File: src/rtl/gcr_pkg.sv
// Shared types and constants for the grid column raycaster.
package gcr_pkg;

    // Default geometry
    localparam int MAP_COLS_DEF    = 16;
    localparam int MAP_ROWS_DEF    = 16;
    localparam int SCREEN_COLS_DEF = 128;
    localparam int SCREEN_ROWS_DEF = 64;

    // Stored map is 16 x 16 tiles
    localparam int TILE_W  = 4;
    localparam int CODE_W  = 4;
    localparam int CELL_W  = 8;

    // Datapath widths
    localparam int CAM_W   = 20;
    localparam int RAY_W   = 24;
    localparam int SD_W    = 48;
    localparam int NUM_W   = 31;
    localparam int DEN_W   = 48;
    localparam int FRAC_W  = 13;

    localparam logic [SD_W-1:0] DELTA_INF = 48'h0100_0000_0000;
    localparam logic [NUM_W-1:0] DELTA_NUM = 31'h4000_0000;
    localparam logic [SD_W-1:0] DIST_EPS  = 48'd7;

    // Command codes
    localparam logic CMD_WRITE = 1'b0;
    localparam logic CMD_CAST  = 1'b1;

    // Register indexes
    localparam logic [2:0] REG_POS_X   = 3'd0;
    localparam logic [2:0] REG_POS_Y   = 3'd1;
    localparam logic [2:0] REG_DIR_X   = 3'd2;
    localparam logic [2:0] REG_DIR_Y   = 3'd3;
    localparam logic [2:0] REG_PLANE_X = 3'd4;
    localparam logic [2:0] REG_PLANE_Y = 3'd5;
    localparam logic [2:0] REG_VOFF    = 3'd6;

    typedef enum logic [1:0] {
        DIV_DX,
        DIV_DY,
        DIV_LH
    } div_sel_t;

    typedef enum logic [3:0] {
        S_IDLE,
        S_CAM,
        S_RAY_X,
        S_RAY_Y,
        S_DX_GO,
        S_DX_WAIT,
        S_DY_GO,
        S_DY_WAIT,
        S_SIDE_X,
        S_SIDE_Y,
        S_STEP,
        S_CHECK,
        S_LH_GO,
        S_LH_WAIT,
        S_OUT
    } state_t;

    typedef struct packed {
        logic     load_column;
        logic     div_start;
        div_sel_t div_sel;
        logic     load_cam;
        logic     ray_mul;
        logic     ray_y;
        logic     load_delta;
        logic     delta_y;
        logic     side_init;
        logic     side_y;
        logic     step;
        logic     check;
        logic     load_lh;
        logic     load_out;
    } dp_cmd_t;

    typedef struct packed {
        logic div_done;
        logic stop;
    } dp_status_t;

endpackage

File: src/rtl/gcr_divider.sv
// Restoring divider, one quotient bit per cycle.
module gcr_divider #(
    parameter int NUM_W = 31,
    parameter int DEN_W = 48
) (
    input  logic             clk,
    input  logic             rst_n,
    input  logic             start,
    input  logic [NUM_W-1:0] num,
    input  logic [DEN_W-1:0] den,
    output logic             done,
    output logic [NUM_W-1:0] quo
);
    localparam int CNT_W = $clog2(NUM_W + 1);

    logic             busy_reg, busy_next;
    logic             done_reg, done_next;
    logic [CNT_W-1:0] cnt_reg, cnt_next;
    logic [DEN_W-1:0] rem_reg, rem_next;
    logic [NUM_W-1:0] quo_reg, quo_next;
    logic [DEN_W-1:0] den_reg, den_next;
    logic [DEN_W:0]   trial;
    logic             fits;

    assign trial = {rem_reg, quo_reg[NUM_W-1]};
    assign fits  = trial >= {1'b0, den_reg};

    always_comb
    begin
        busy_next = busy_reg;
        done_next = 1'b0;
        cnt_next  = cnt_reg;
        rem_next  = rem_reg;
        quo_next  = quo_reg;
        den_next  = den_reg;
        if (start)
        begin
            busy_next = 1'b1;
            cnt_next  = CNT_W'(NUM_W);
            rem_next  = '0;
            quo_next  = num;
            den_next  = den;
        end
        else if (busy_reg)
        begin
            rem_next = fits ? DEN_W'(trial - {1'b0, den_reg}) : trial[DEN_W-1:0];
            quo_next = {quo_reg[NUM_W-2:0], fits};
            cnt_next = cnt_reg - 1'b1;
            if (cnt_reg == CNT_W'(1))
            begin
                busy_next = 1'b0;
                done_next = 1'b1;
            end
        end
    end

    always_ff @(posedge clk or negedge rst_n)
    begin
        if (!rst_n)
        begin
            busy_reg <= 1'b0;
            done_reg <= 1'b0;
            cnt_reg  <= '0;
        end
        else
        begin
            busy_reg <= busy_next;
            done_reg <= done_next;
            cnt_reg  <= cnt_next;
        end
    end

    always_ff @(posedge clk)
    begin
        rem_reg <= rem_next;
        quo_reg <= quo_next;
        den_reg <= den_next;
    end

    assign done = done_reg;
    assign quo  = quo_reg;

    // Done is a single-cycle pulse
    a_done_pulse: assert property (@(posedge clk) disable iff (!rst_n)
        done_reg |=> !done_reg)
        else $error("divider done held longer than one cycle");

endmodule

File: src/rtl/gcr_tile_map.sv
// Tile map storage with per-entry valid bits so reset reads as empty.
module gcr_tile_map
    import gcr_pkg::*;
(
    input  logic                       clk,
    input  logic                       rst_n,
    input  logic                       we,
    input  logic [2*gcr_pkg::TILE_W-1:0] waddr,
    input  logic [gcr_pkg::CODE_W-1:0]   wdata,
    input  logic                       re,
    input  logic [2*gcr_pkg::TILE_W-1:0] raddr,
    output logic [gcr_pkg::CODE_W-1:0]   rdata
);
    localparam int DEPTH = 1 << (2 * TILE_W);

    logic [CODE_W-1:0] mem [DEPTH];
    logic [DEPTH-1:0]  valid_reg;
    logic [CODE_W-1:0] rd_reg;
    logic              rd_valid_reg;

    always_ff @(posedge clk)
    begin
        if (we)
        begin
            mem[waddr] <= wdata;
        end
        if (re)
        begin
            rd_reg <= mem[raddr];
        end
    end

    always_ff @(posedge clk or negedge rst_n)
    begin
        if (!rst_n)
        begin
            valid_reg    <= '0;
            rd_valid_reg <= 1'b0;
        end
        else
        begin
            if (we)
            begin
                valid_reg[waddr] <= 1'b1;
            end
            if (re)
            begin
                rd_valid_reg <= valid_reg[raddr];
            end
        end
    end

    assign rdata = rd_valid_reg ? rd_reg : '0;

endmodule

File: src/rtl/gcr_datapath.sv
// Raycaster datapath: registers, ray setup, DDA walk and span math.
module gcr_datapath
    import gcr_pkg::*;
#(
    parameter int MAP_COLS    = gcr_pkg::MAP_COLS_DEF,
    parameter int MAP_ROWS    = gcr_pkg::MAP_ROWS_DEF,
    parameter int SCREEN_COLS = gcr_pkg::SCREEN_COLS_DEF,
    parameter int SCREEN_ROWS = gcr_pkg::SCREEN_ROWS_DEF
) (
    input  logic                 clk,
    input  logic                 rst_n,
    input  logic                 cfg_we,
    input  logic [2:0]           cfg_index,
    input  logic [15:0]          cfg_data,
    input  logic                 tile_we,
    input  logic [3:0]           tile_x,
    input  logic [3:0]           tile_y,
    input  logic [3:0]           tile_code,
    input  logic [6:0]           column,
    input  gcr_pkg::dp_cmd_t     cmd,
    output gcr_pkg::dp_status_t  status,
    output logic [15:0]          wall_distance,
    output logic [3:0]           hit_code,
    output logic                 hit_side,
    output logic signed [5:0]    hit_cell_x,
    output logic signed [5:0]    hit_cell_y,
    output logic [11:0]          line_height,
    output logic [5:0]           draw_top,
    output logic [5:0]           draw_bottom
);
    localparam int WALK_LIMIT = MAP_COLS + MAP_ROWS + 40;
    localparam int STEP_W     = $clog2(WALK_LIMIT + 1);
    localparam int LH_NUM     = SCREEN_ROWS * 65536;
    localparam int SPAN_W     = 14;

    // Configuration
    logic [15:0]        pos_x_reg, pos_y_reg;
    logic signed [15:0] dir_x_reg, dir_y_reg, plane_x_reg, plane_y_reg;
    logic signed [4:0]  voff_reg;

    always_ff @(posedge clk or negedge rst_n)
    begin
        if (!rst_n)
        begin
            pos_x_reg   <= 16'd6144;
            pos_y_reg   <= 16'd6144;
            dir_x_reg   <= 16'sd16384;
            dir_y_reg   <= 16'sd0;
            plane_x_reg <= 16'sd0;
            plane_y_reg <= 16'sd10813;
            voff_reg    <= 5'sd0;
        end
        else if (cfg_we)
        begin
            case (cfg_index)
                REG_POS_X:   pos_x_reg   <= cfg_data;
                REG_POS_Y:   pos_y_reg   <= cfg_data;
                REG_DIR_X:   dir_x_reg   <= cfg_data;
                REG_DIR_Y:   dir_y_reg   <= cfg_data;
                REG_PLANE_X: plane_x_reg <= cfg_data;
                REG_PLANE_Y: plane_y_reg <= cfg_data;
                REG_VOFF:    voff_reg    <= cfg_data[4:0];
                default:     ;
            endcase
        end
    end

    // Working registers
    logic [6:0]               col_reg;
    logic signed [CAM_W-1:0]  cam_reg;
    logic signed [RAY_W-1:0]  rx_reg, ry_reg;
    logic [SD_W-1:0]          dx_reg, dy_reg, sdx_reg, sdy_reg;
    logic                     dx_inf_reg, dy_inf_reg;
    logic signed [CELL_W-1:0] mx_reg, my_reg;
    logic                     side_reg;
    logic                     outside_reg, beyond_reg;
    logic [STEP_W-1:0]        steps_reg;
    logic [CODE_W-1:0]        code_reg;
    logic [11:0]              lh_reg;

    // Divider
    logic [NUM_W-1:0] div_num, div_quo;
    logic [DEN_W-1:0] div_den;
    logic             div_done;
    logic [RAY_W-1:0] rx_mag, ry_mag;
    logic [SD_W-1:0]  perp_dist;

    assign rx_mag    = rx_reg[RAY_W-1] ? RAY_W'(-rx_reg) : RAY_W'(rx_reg);
    assign ry_mag    = ry_reg[RAY_W-1] ? RAY_W'(-ry_reg) : RAY_W'(ry_reg);
    assign perp_dist = side_reg ? (sdy_reg - dy_reg) : (sdx_reg - dx_reg);

    always_comb
    begin
        case (cmd.div_sel)
            DIV_DX:
            begin
                div_num = DELTA_NUM;
                div_den = DEN_W'(rx_mag);
            end
            DIV_DY:
            begin
                div_num = DELTA_NUM;
                div_den = DEN_W'(ry_mag);
            end
            DIV_LH:
            begin
                div_num = NUM_W'(LH_NUM);
                div_den = perp_dist + DIST_EPS;
            end
            default:
            begin
                div_num = '0;
                div_den = '0;
            end
        endcase
    end

    gcr_divider #(
        .NUM_W (NUM_W),
        .DEN_W (DEN_W)
    ) u_div (
        .clk   (clk),
        .rst_n (rst_n),
        .start (cmd.div_start),
        .num   (div_num),
        .den   (div_den),
        .done  (div_done),
        .quo   (div_quo)
    );

    // Camera offset table: column * 2^15 / SCREEN_COLS
    logic [CAM_W-1:0] cam_q;

    always_comb
    begin
        cam_q = '0;
        for (int i = 0; i < 128; i++)
        begin
            if (col_reg == 7'(i))
            begin
                cam_q = CAM_W'((i * 32768) / SCREEN_COLS);
            end
        end
    end

    // Ray multiplier: ray = dir + plane * cam / 2^14
    logic signed [15:0]         mul_plane, mul_dir;
    logic signed [CAM_W+15:0]   ray_prod;
    logic signed [RAY_W-1:0]    ray_sum;

    assign mul_plane = cmd.ray_y ? plane_y_reg : plane_x_reg;
    assign mul_dir   = cmd.ray_y ? dir_y_reg : dir_x_reg;
    assign ray_prod  = mul_plane * cam_reg;
    assign ray_sum   = RAY_W'(mul_dir) + RAY_W'(ray_prod >>> 14);

    // Initial side distance multiplier
    logic [FRAC_W-1:0]  fx, fy, side_f;
    logic [SD_W-1:0]    side_d;
    logic               side_inf;
    logic [FRAC_W+30:0] side_prod;
    logic [SD_W-1:0]    side_val;

    assign fx = rx_reg[RAY_W-1] ? {1'b0, pos_x_reg[11:0]}
                                : FRAC_W'(13'd4096 - {1'b0, pos_x_reg[11:0]});
    assign fy = ry_reg[RAY_W-1] ? {1'b0, pos_y_reg[11:0]}
                                : FRAC_W'(13'd4096 - {1'b0, pos_y_reg[11:0]});
    assign side_f    = cmd.side_y ? fy : fx;
    assign side_d    = cmd.side_y ? dy_reg : dx_reg;
    assign side_inf  = cmd.side_y ? dy_inf_reg : dx_inf_reg;
    assign side_prod = side_f * side_d[30:0];
    assign side_val  = side_inf ? (SD_W'(side_f) << 28) : SD_W'(side_prod >> 12);

    // DDA step
    logic                     x_go;
    logic signed [CELL_W-1:0] mx_next, my_next, cx, cy;
    logic                     cell_out, cell_beyond;
    logic [2*TILE_W-1:0]      map_raddr;
    logic [CODE_W-1:0]        map_rdata;
    logic [CODE_W-1:0]        code_now;

    assign x_go    = sdx_reg < sdy_reg;
    assign mx_next = rx_reg[RAY_W-1] ? CELL_W'(mx_reg - CELL_W'(1))
                                     : CELL_W'(mx_reg + CELL_W'(1));
    assign my_next = ry_reg[RAY_W-1] ? CELL_W'(my_reg - CELL_W'(1))
                                     : CELL_W'(my_reg + CELL_W'(1));
    assign cx      = x_go ? mx_next : mx_reg;
    assign cy      = x_go ? my_reg : my_next;
    assign cell_out = cx[CELL_W-1] || (cx >= CELL_W'(MAP_COLS))
                   || cy[CELL_W-1] || (cy >= CELL_W'(MAP_ROWS));
    assign cell_beyond = (cx >= CELL_W'(16)) || (cy >= CELL_W'(16));
    assign map_raddr   = {cy[TILE_W-1:0], cx[TILE_W-1:0]};

    gcr_tile_map u_map (
        .clk   (clk),
        .rst_n (rst_n),
        .we    (tile_we),
        .waddr ({tile_y, tile_x}),
        .wdata (tile_code),
        .re    (cmd.step),
        .raddr (map_raddr),
        .rdata (map_rdata)
    );

    assign code_now = outside_reg ? CODE_W'(1) : (beyond_reg ? '0 : map_rdata);
    assign status.stop = outside_reg || (code_now != '0)
                      || (steps_reg == STEP_W'(WALK_LIMIT));
    assign status.div_done = div_done;

    always_ff @(posedge clk)
    begin
        if (cmd.load_column)
        begin
            col_reg <= column;
        end
        if (cmd.load_cam)
        begin
            cam_reg <= $signed(cam_q) - CAM_W'(16384);
        end
        if (cmd.ray_mul)
        begin
            if (cmd.ray_y)
            begin
                ry_reg <= ray_sum;
            end
            else
            begin
                rx_reg <= ray_sum;
            end
        end
        if (cmd.load_delta)
        begin
            if (cmd.delta_y)
            begin
                dy_reg     <= (ry_reg == '0) ? DELTA_INF : SD_W'(div_quo);
                dy_inf_reg <= ry_reg == '0;
            end
            else
            begin
                dx_reg     <= (rx_reg == '0) ? DELTA_INF : SD_W'(div_quo);
                dx_inf_reg <= rx_reg == '0;
            end
        end
        if (cmd.side_init)
        begin
            if (cmd.side_y)
            begin
                sdy_reg <= side_val;
            end
            else
            begin
                sdx_reg   <= side_val;
                mx_reg    <= CELL_W'(pos_x_reg[15:12]);
                my_reg    <= CELL_W'(pos_y_reg[15:12]);
                steps_reg <= '0;
                side_reg  <= 1'b0;
            end
        end
        if (cmd.step)
        begin
            if (x_go)
            begin
                sdx_reg  <= sdx_reg + dx_reg;
                mx_reg   <= mx_next;
                side_reg <= 1'b0;
            end
            else
            begin
                sdy_reg  <= sdy_reg + dy_reg;
                my_reg   <= my_next;
                side_reg <= 1'b1;
            end
            outside_reg <= cell_out;
            beyond_reg  <= cell_beyond;
            steps_reg   <= steps_reg + 1'b1;
        end
        if (cmd.check)
        begin
            code_reg <= (code_now == '0) ? CODE_W'(1) : code_now;
        end
        if (cmd.load_lh)
        begin
            lh_reg <= (div_quo[NUM_W-1:12] != '0) ? 12'hFFF : div_quo[11:0];
        end
    end

    // Wall span
    logic signed [SPAN_W-1:0] center, half, top_s, bot_s;
    logic [5:0]               top_c, bot_c;

    assign center = SPAN_W'(SCREEN_ROWS / 2) + SPAN_W'(voff_reg);
    assign half   = $signed({3'b0, lh_reg[11:1]});
    assign top_s  = center - half;
    assign bot_s  = center + half;

    always_comb
    begin
        if (top_s < 0)
        begin
            top_c = '0;
        end
        else if (top_s > SPAN_W'(SCREEN_ROWS - 1))
        begin
            top_c = 6'(SCREEN_ROWS - 1);
        end
        else
        begin
            top_c = top_s[5:0];
        end
        if (bot_s < 0)
        begin
            bot_c = '0;
        end
        else if (bot_s > SPAN_W'(SCREEN_ROWS - 1))
        begin
            bot_c = 6'(SCREEN_ROWS - 1);
        end
        else
        begin
            bot_c = bot_s[5:0];
        end
    end

    // Output word
    always_ff @(posedge clk)
    begin
        if (cmd.load_out)
        begin
            wall_distance <= (perp_dist[SD_W-1:22] != '0) ? 16'hFFFF : perp_dist[21:6];
            hit_code      <= code_reg;
            hit_side      <= side_reg;
            hit_cell_x    <= mx_reg[5:0];
            hit_cell_y    <= my_reg[5:0];
            line_height   <= lh_reg;
            draw_top      <= top_c;
            draw_bottom   <= bot_c;
        end
    end

    // A step moves exactly one axis
    a_one_axis: assert property (@(posedge clk) disable iff (!rst_n)
        cmd.step |=> (side_reg ? (mx_reg == $past(mx_reg)) : (my_reg == $past(my_reg))))
        else $error("DDA step moved both axes");

endmodule

File: src/rtl/gcr_ctrl.sv
// Raycaster sequencer: drives the datapath through setup, walk and output.
module gcr_ctrl
    import gcr_pkg::*;
(
    input  logic                clk,
    input  logic                rst_n,
    input  logic                cmd_valid,
    input  logic                command,
    output logic                cmd_stall,
    output logic                res_valid,
    input  logic                res_stall,
    input  gcr_pkg::dp_status_t status,
    output gcr_pkg::dp_cmd_t    cmd
);
    state_t state_reg, state_next;
    logic   res_valid_reg, res_valid_next;
    logic   out_free;

    assign out_free = !res_valid_reg || !res_stall;

    always_ff @(posedge clk or negedge rst_n)
    begin
        if (!rst_n)
        begin
            state_reg     <= S_IDLE;
            res_valid_reg <= 1'b0;
        end
        else
        begin
            state_reg     <= state_next;
            res_valid_reg <= res_valid_next;
        end
    end

    always_comb
    begin
        state_next = state_reg;
        cmd        = '0;
        cmd.div_sel = DIV_DX;
        case (state_reg)
            S_IDLE:
            begin
                if (cmd_valid && command == CMD_CAST)
                begin
                    cmd.load_column = 1'b1;
                    state_next      = S_CAM;
                end
            end
            S_CAM:
            begin
                cmd.load_cam = 1'b1;
                state_next   = S_RAY_X;
            end
            S_RAY_X:
            begin
                cmd.ray_mul = 1'b1;
                state_next  = S_RAY_Y;
            end
            S_RAY_Y:
            begin
                cmd.ray_mul = 1'b1;
                cmd.ray_y   = 1'b1;
                state_next  = S_DX_GO;
            end
            S_DX_GO:
            begin
                cmd.div_sel   = DIV_DX;
                cmd.div_start = 1'b1;
                state_next    = S_DX_WAIT;
            end
            S_DX_WAIT:
            begin
                if (status.div_done)
                begin
                    cmd.load_delta = 1'b1;
                    state_next     = S_DY_GO;
                end
            end
            S_DY_GO:
            begin
                cmd.div_sel   = DIV_DY;
                cmd.div_start = 1'b1;
                state_next    = S_DY_WAIT;
            end
            S_DY_WAIT:
            begin
                if (status.div_done)
                begin
                    cmd.load_delta = 1'b1;
                    cmd.delta_y    = 1'b1;
                    state_next     = S_SIDE_X;
                end
            end
            S_SIDE_X:
            begin
                cmd.side_init = 1'b1;
                state_next    = S_SIDE_Y;
            end
            S_SIDE_Y:
            begin
                cmd.side_init = 1'b1;
                cmd.side_y    = 1'b1;
                state_next    = S_STEP;
            end
            S_STEP:
            begin
                cmd.step   = 1'b1;
                state_next = S_CHECK;
            end
            S_CHECK:
            begin
                cmd.check  = 1'b1;
                state_next = status.stop ? S_LH_GO : S_STEP;
            end
            S_LH_GO:
            begin
                cmd.div_sel   = DIV_LH;
                cmd.div_start = 1'b1;
                state_next    = S_LH_WAIT;
            end
            S_LH_WAIT:
            begin
                if (status.div_done)
                begin
                    cmd.load_lh = 1'b1;
                    state_next  = S_OUT;
                end
            end
            S_OUT:
            begin
                if (out_free)
                begin
                    cmd.load_out = 1'b1;
                    state_next   = S_IDLE;
                end
            end
            default:
            begin
                state_next = S_IDLE;
            end
        endcase
    end

    always_comb
    begin
        res_valid_next = res_valid_reg;
        if (cmd.load_out)
        begin
            res_valid_next = 1'b1;
        end
        else if (res_valid_reg && !res_stall)
        begin
            res_valid_next = 1'b0;
        end
    end

    assign cmd_stall = state_reg != S_IDLE;
    assign res_valid = res_valid_reg;

    // Never overwrite a word still waiting at the output
    a_no_overwrite: assert property (@(posedge clk) disable iff (!rst_n)
        cmd.load_out |-> (!res_valid_reg || !res_stall))
        else $error("result overwritten while stalled");

    // A cast leaves idle and reaches the ray setup
    a_cast_start: assert property (@(posedge clk) disable iff (!rst_n)
        (state_reg == S_IDLE && cmd_valid && command == CMD_CAST) |=> state_reg == S_CAM)
        else $error("cast not started");

    // Walk returns to step until it stops
    a_walk_loop: assert property (@(posedge clk) disable iff (!rst_n)
        (state_reg == S_CHECK && !status.stop) |=> state_reg == S_STEP)
        else $error("walk left early");

endmodule

File: src/rtl/grid_column_raycaster.sv
// Grid column raycaster top level.
// Write words (command 0) store one tile and are taken whenever the block is idle.
// A cast word (command 1) runs one ray: the camera offset comes from a constant
// table, two multiplies form the ray, two divisions on a shared restoring
// divider give the x and y step lengths (each: start, 31 quotient bits,
// done), two multiplies give the initial side distances, then the DDA walk
// takes each tile step as a map read then a hit test, then a third division
// gives the line height. The walk stops after at most MAP_COLS + MAP_ROWS + 40
// tile steps if no hit comes first, and the result word waits for a stalled
// result to leave. No word is taken during a cast.
// The result sits in an output register, so a new word is taken while it
// waits. The map reads as empty after reset; no clearing pass is needed.
module grid_column_raycaster #(
    parameter int MAP_COLS    = gcr_pkg::MAP_COLS_DEF,
    parameter int MAP_ROWS    = gcr_pkg::MAP_ROWS_DEF,
    parameter int SCREEN_COLS = gcr_pkg::SCREEN_COLS_DEF,
    parameter int SCREEN_ROWS = gcr_pkg::SCREEN_ROWS_DEF
) (
    input  logic              clk,
    input  logic              rst_n,
    input  logic              cfg_we,
    input  logic [2:0]        cfg_index,
    input  logic [15:0]       cfg_data,
    input  logic              cmd_valid,
    output logic              cmd_stall,
    input  logic              command,
    input  logic [3:0]        tile_x,
    input  logic [3:0]        tile_y,
    input  logic [3:0]        tile_code,
    input  logic [6:0]        column,
    output logic              res_valid,
    input  logic              res_stall,
    output logic [15:0]       wall_distance,
    output logic [3:0]        hit_code,
    output logic              hit_side,
    output logic signed [5:0] hit_cell_x,
    output logic signed [5:0] hit_cell_y,
    output logic [11:0]       line_height,
    output logic [5:0]        draw_top,
    output logic [5:0]        draw_bottom
);
    import gcr_pkg::*;

    dp_cmd_t    cmd;
    dp_status_t status;
    logic       tile_we;

    assign tile_we = cmd_valid && !cmd_stall && command == CMD_WRITE;

    gcr_ctrl u_ctrl (
        .clk       (clk),
        .rst_n     (rst_n),
        .cmd_valid (cmd_valid),
        .command   (command),
        .cmd_stall (cmd_stall),
        .res_valid (res_valid),
        .res_stall (res_stall),
        .status    (status),
        .cmd       (cmd)
    );

    gcr_datapath #(
        .MAP_COLS    (MAP_COLS),
        .MAP_ROWS    (MAP_ROWS),
        .SCREEN_COLS (SCREEN_COLS),
        .SCREEN_ROWS (SCREEN_ROWS)
    ) u_dp (
        .clk           (clk),
        .rst_n         (rst_n),
        .cfg_we        (cfg_we),
        .cfg_index     (cfg_index),
        .cfg_data      (cfg_data),
        .tile_we       (tile_we),
        .tile_x        (tile_x),
        .tile_y        (tile_y),
        .tile_code     (tile_code),
        .column        (column),
        .cmd           (cmd),
        .status        (status),
        .wall_distance (wall_distance),
        .hit_code      (hit_code),
        .hit_side      (hit_side),
        .hit_cell_x    (hit_cell_x),
        .hit_cell_y    (hit_cell_y),
        .line_height   (line_height),
        .draw_top      (draw_top),
        .draw_bottom   (draw_bottom)
    );

endmodule

File: config.mk
export PLATFORM = sky130hd
export DESIGN_NAME = grid_column_raycaster
export DESIGN_NICKNAME = d
export VERILOG_FILES = /design/src/rtl/gcr_pkg.sv /design/src/rtl/gcr_divider.sv /design/src/rtl/gcr_tile_map.sv /design/src/rtl/gcr_datapath.sv /design/src/rtl/gcr_ctrl.sv /design/src/rtl/grid_column_raycaster.sv
export SDC_FILE = /design/constraint.sdc
export NUM_CORES = 2
export LEC_CHECK = 0
export BUFFER_PORTS_ARGS = -buffer_cell sky130_fd_sc_hd__buf_4
export CELL_PAD_IN_SITES_DETAIL_PLACEMENT = 1
export CELL_PAD_IN_SITES_GLOBAL_PLACEMENT = 1
export CORE_ASPECT_RATIO = 0.6
export CORE_MARGIN = 2
export CORE_UTILIZATION = 40
export DETAILED_ROUTE_END_ITERATION = 8
export HOLD_SLACK_MARGIN = 0.05
export PLACE_DENSITY = 0.73
export SYNTH_ARGS = -nofsm -noshare
export SYNTH_HDL_FRONTEND = slang
export SYNTH_HIERARCHICAL = 1
export SYNTH_SLANG_ARGS = --single-unit
File: constraint.sdc
create_clock -name clk -period 12.69 [get_ports clk]
set_input_delay 1.269 -clock clk [delete_from_list [all_inputs] [get_ports clk]]
set_output_delay 1.269 -clock clk [all_outputs]
set_load 0.02 [all_outputs]
==> summary.txt <==
Status
  – Status: complete, but fails checks
  – Failing checks: max-slew violations

Critical path
  – Max stage delay on crit path: 0.79 ns
  – Data arrival time of the critical path: 11.65 ns
  – Top Family by Delay on Critical Path: compound AO/OA/AOI/OAI gates
  – Worst Setup SP: u_ctrl/state_reg[3]
  – Crit-path max FO: 71
  – WP buf/inv: 4
  – Setup CP Type: reg2reg
  – Slowest CP cell: nor2_4
  – Cell mode on critical path: fa_1
  – CP Data Required Time: 13.41 ns
  – Launching point of the worst reg2reg path: u_ctrl/state_reg[3]
  – Nature of the critical path endpoint: register
  – Critical Path Source Type: register

Place
  – HPWL Detailed: 261 mm
  – Routability cong.: 0.963
  – Port Buf Inserts: 102
  – Pre-CTS WS: 2.00 ns

STA
  – Normalized max-slew margin: -3.35%
  – Fmax: 91.5 MHz
  – Final setup TNS: 0 ns
  – Worst Skew: 0.0886 ns
  – Crit path time final: 10.93 ns
  – Worst Tran Pin Value: 1.55 ns
  – Slew Limit Fails: 1
  – Final worst setup slack: 1.76 ns
  – Crit share post-route: 86.1%
  – Final hold viol count: 0
  – Setup violations, final: 0
  – RSZ-0062 raised after global routing: false

Logic synthesis
  – Yosys reg bits: 1844
  – Adder-cell share of the synthesized area: 14.2%
  – EDFF count, synth: 1314
  – Mux cell area share after synthesis: 8.90%
  – Cell Area, Synth: 107000 um2
  – Sequential fraction of the synthesis area: 48.7%
  – Post-Synth Simple-Gate Area: 12.0%
  – Ys flop type: edfxtp_1
  – Synth cell types: 118
  – Complex-gate fraction of the synthesized area: 9.16%
  – Mapped Cells: 8948
  – Xor and xnor fraction of the mapped netlist area: 2.71%
  – Synth Area per Inst: 11.9 um2
  – Yosys warns: 6
  – Post-synth ARST share: 20.1%
  – Largest family of logic cells by synthesized area: adder cells

Drt
  – Residual DRC: 0
  – Via density: 5.96
  – Vias after detailed routing: 75500
  – Total Routed Length: 355 mm
  – 1st-iter DRT viols: 9056
  – Drt pass-1 iters: 9
  – Avg WL per Cell: 28.0 um
  – Final ANT Viol Nets: 0

Job
  – Max Cap Viol: 0

Floorplan
  – Row count: 146
  – Area of the core: 264000 um2
  – Die area: 271000 um2
  – Die width: 670 um
  – # IOs: 103
  – Initial core utilization: 40.3%
  – Chip Height: 404 um

Clocking
  – TritonCTS Buffers: 190
  – CTS tree: done
  – Resize count post-CTS: 0
  – CTS max path bufs: 4
  – H-tree Lvls: 4
  – Root Buffer: clkbuf_16
  – Clk_lat worst skew: 0.87 ns
  – Hold-fix buffers at CTS: 0
  – Setup bufs post-CTS: 0
  – Clock-pin slew on the worst setup and hold paths: 0.07 ns
  – Clk sinks: 1844

Worst hold path
  – Hold Path Class: reg2reg
  – Hold path startpoint: u_dp/col_reg[0]

Global routing
  – GRT Resource Usage Total: 25.8%
  – First-pass GRT wire length: 524 mm
  – Largest net degree at the start of global routing: 112
  – Vias in the first global route: 77000
  – Initial antenna violation count: 12
  – Gr ovfl total: 0

Layout
  – Filler Cell Count: 27800
  – Ratio of cells with drive above 1 in the final layout: 15.3%
  – P&R area growth vs syn: 10.6%
  – Max reg flops: 1024
  – Final net count: 9913
kinds of logic (layout without fill, tap and decap cells):
family                   after synthesis  after routing
AND/OR/NAND/NOR                     2660           2660
flip-flops                          1844           1844
AO/OA/AOI/OAI                       1485           1485
buffers and inverters               1165           1297
adder cells (fa/ha/maj)              914            914
multiplexers                         550            550
XOR/XNOR                             329            329
other                                  1             34
path summary, 6_finish.rpt:
kind | to | slack, ns | depth (start not counted)
max | u_dp/sdy_reg[31] | 1.76 | 29
min | u_dp/cam_reg[8] | 0.42 | 0
max reg2reg | u_dp/sdy_reg[31] | 1.76 | 29
min reg2reg | u_dp/cam_reg[8] | 0.42 | 0
max in group asynchronous | u_dp/u_map/valid_reg[161] | 9.64 | 3
min in group asynchronous | u_dp/pos_y_reg[4] | 0.45 | 1
worst reg2reg max path, delay by kind of cell (launching register included):
kind            cells  cell delay, ns
compound gates     10            4.08
fa+ha+maj           6            2.86
simple gates        8            2.52
flops               1            0.63
buf+inv             4            0.55
xor+xnor            1            0.18
layout by cell type (no fill, tap or decap), types with 53 or more instances in the layout:
master and n:
clkbuf_16 199, a31oi_1 53, nand2b_1 110, xor2_1 99
a21o_1 93, nand2_1 722, nand3_1 112, buf_4 227
dfxtp_1 160, a211oi_1 68, mux2_2 166, o21ai_0 218
inv_1 708, mux2i_1 79, ha_1 428, mux4_2 301
nand4_1 54, or2_2 282, edfxtp_1 1314, nor4_1 60
and2_1 90, a21oi_1 416, nor2_1 787, a22oi_1 139
nor3_1 130, fa_1 486, nor2b_1 114, xnor2_1 227
dfrtp_1 356, o21a_1 66
cell type report:
cell class	count	area (um2)	area share, %
Inverter	716	2690	2.28
Clock buffer	256	5420	4.60
Multi-Input combinational cell	5967	50400	42.8
Clock inverter	89	1040	0.886
Tap cell	3552	4440	3.77
Timing Repair Buffer	236	1840	1.57
Sequential cell	1844	51900	44.1
Antenna cell	5	12.5	0.0106
routing by layer:
| metal | wire length [um] | share of wire [%] | GRT usage (%) |
|---|---|---|---|
| met1 | 165000 | 46 | 40.8 |
| met2 | 139000 | 39 | 34.2 |
| met3 | 44200 | 12 | 7.94 |
| met4 | 6940 | 2.0 | 5.09 |
| met5 | 42 | 0.012 | 0 |
per-stage QoR:
| step | hold slack [ns] | cell area [um2] | cells | util, % |
|---|---|---|---|---|
| 3_3_place_gp | 0.408 | 111000 | 12300 | 42.1 |
| 4_1_cts | 0.424 | 118000 | 12700 | 44.6 |
| 2_1_floorplan | 0.400 | 107000 | 8976 | - |
| 5_1_grt | 0.429 | 118000 | 12700 | 44.6 |
| 3_5_place_dp | 0.408 | 111000 | 12300 | 42.1 |
| 6_report | 0.420 | 118000 | 12700 | 44.6 |
synthesized netlist by cell type (16+ instances only):
library cell | instances | share of area [%]
buf_4 | 24 | 0.17
o21ai_1 | 44 | 0.21
a211oi_1 | 68 | 0.48
o31ai_1 | 27 | 0.19
nand4_1 | 54 | 0.32
buf_1 | 36 | 0.13
nor3_1 | 134 | 0.63
mux2i_1 | 82 | 0.77
nand2b_1 | 112 | 0.66
ha_1 | 428 | 5.0
nor4_1 | 62 | 0.36
xor2_1 | 99 | 0.81
and2_1 | 91 | 0.53
or4_1 | 25 | 0.18
o22ai_1 | 38 | 0.22
dfrtp_1 | 357 | 8.4
or2_2 | 282 | 1.7
fa_1 | 486 | 9.1
a31oi_1 | 53 | 0.31
or3_1 | 42 | 0.25
xnor2_1 | 229 | 1.9
edfxtp_1 | 1314 | 37
o41ai_1 | 18 | 0.15
o211ai_1 | 28 | 0.20
o21bai_1 | 52 | 0.37
nor3b_1 | 16 | 0.11
clkbuf_1 | 324 | 1.1
o21ai_0 | 220 | 1.0
a311oi_1 | 45 | 0.37
a22oi_1 | 139 | 0.98
a21oi_1 | 424 | 2.0
o21a_1 | 67 | 0.47
mux2_2 | 166 | 1.8
a21o_1 | 93 | 0.66
nand2_1 | 724 | 2.6
nor2b_1 | 118 | 0.69
o221ai_1 | 21 | 0.17
nor2_1 | 793 | 2.8
inv_1 | 709 | 2.5
mux4_2 | 301 | 6.4
buf_2 | 50 | 0.23
nand3_1 | 115 | 0.54
and3_1 | 29 | 0.17
dfxtp_1 | 160 | 3.0
Power is left out: the tool's default activity adds up to more than one toggle a clock period on the data nets, which glitch-free logic cannot reach.
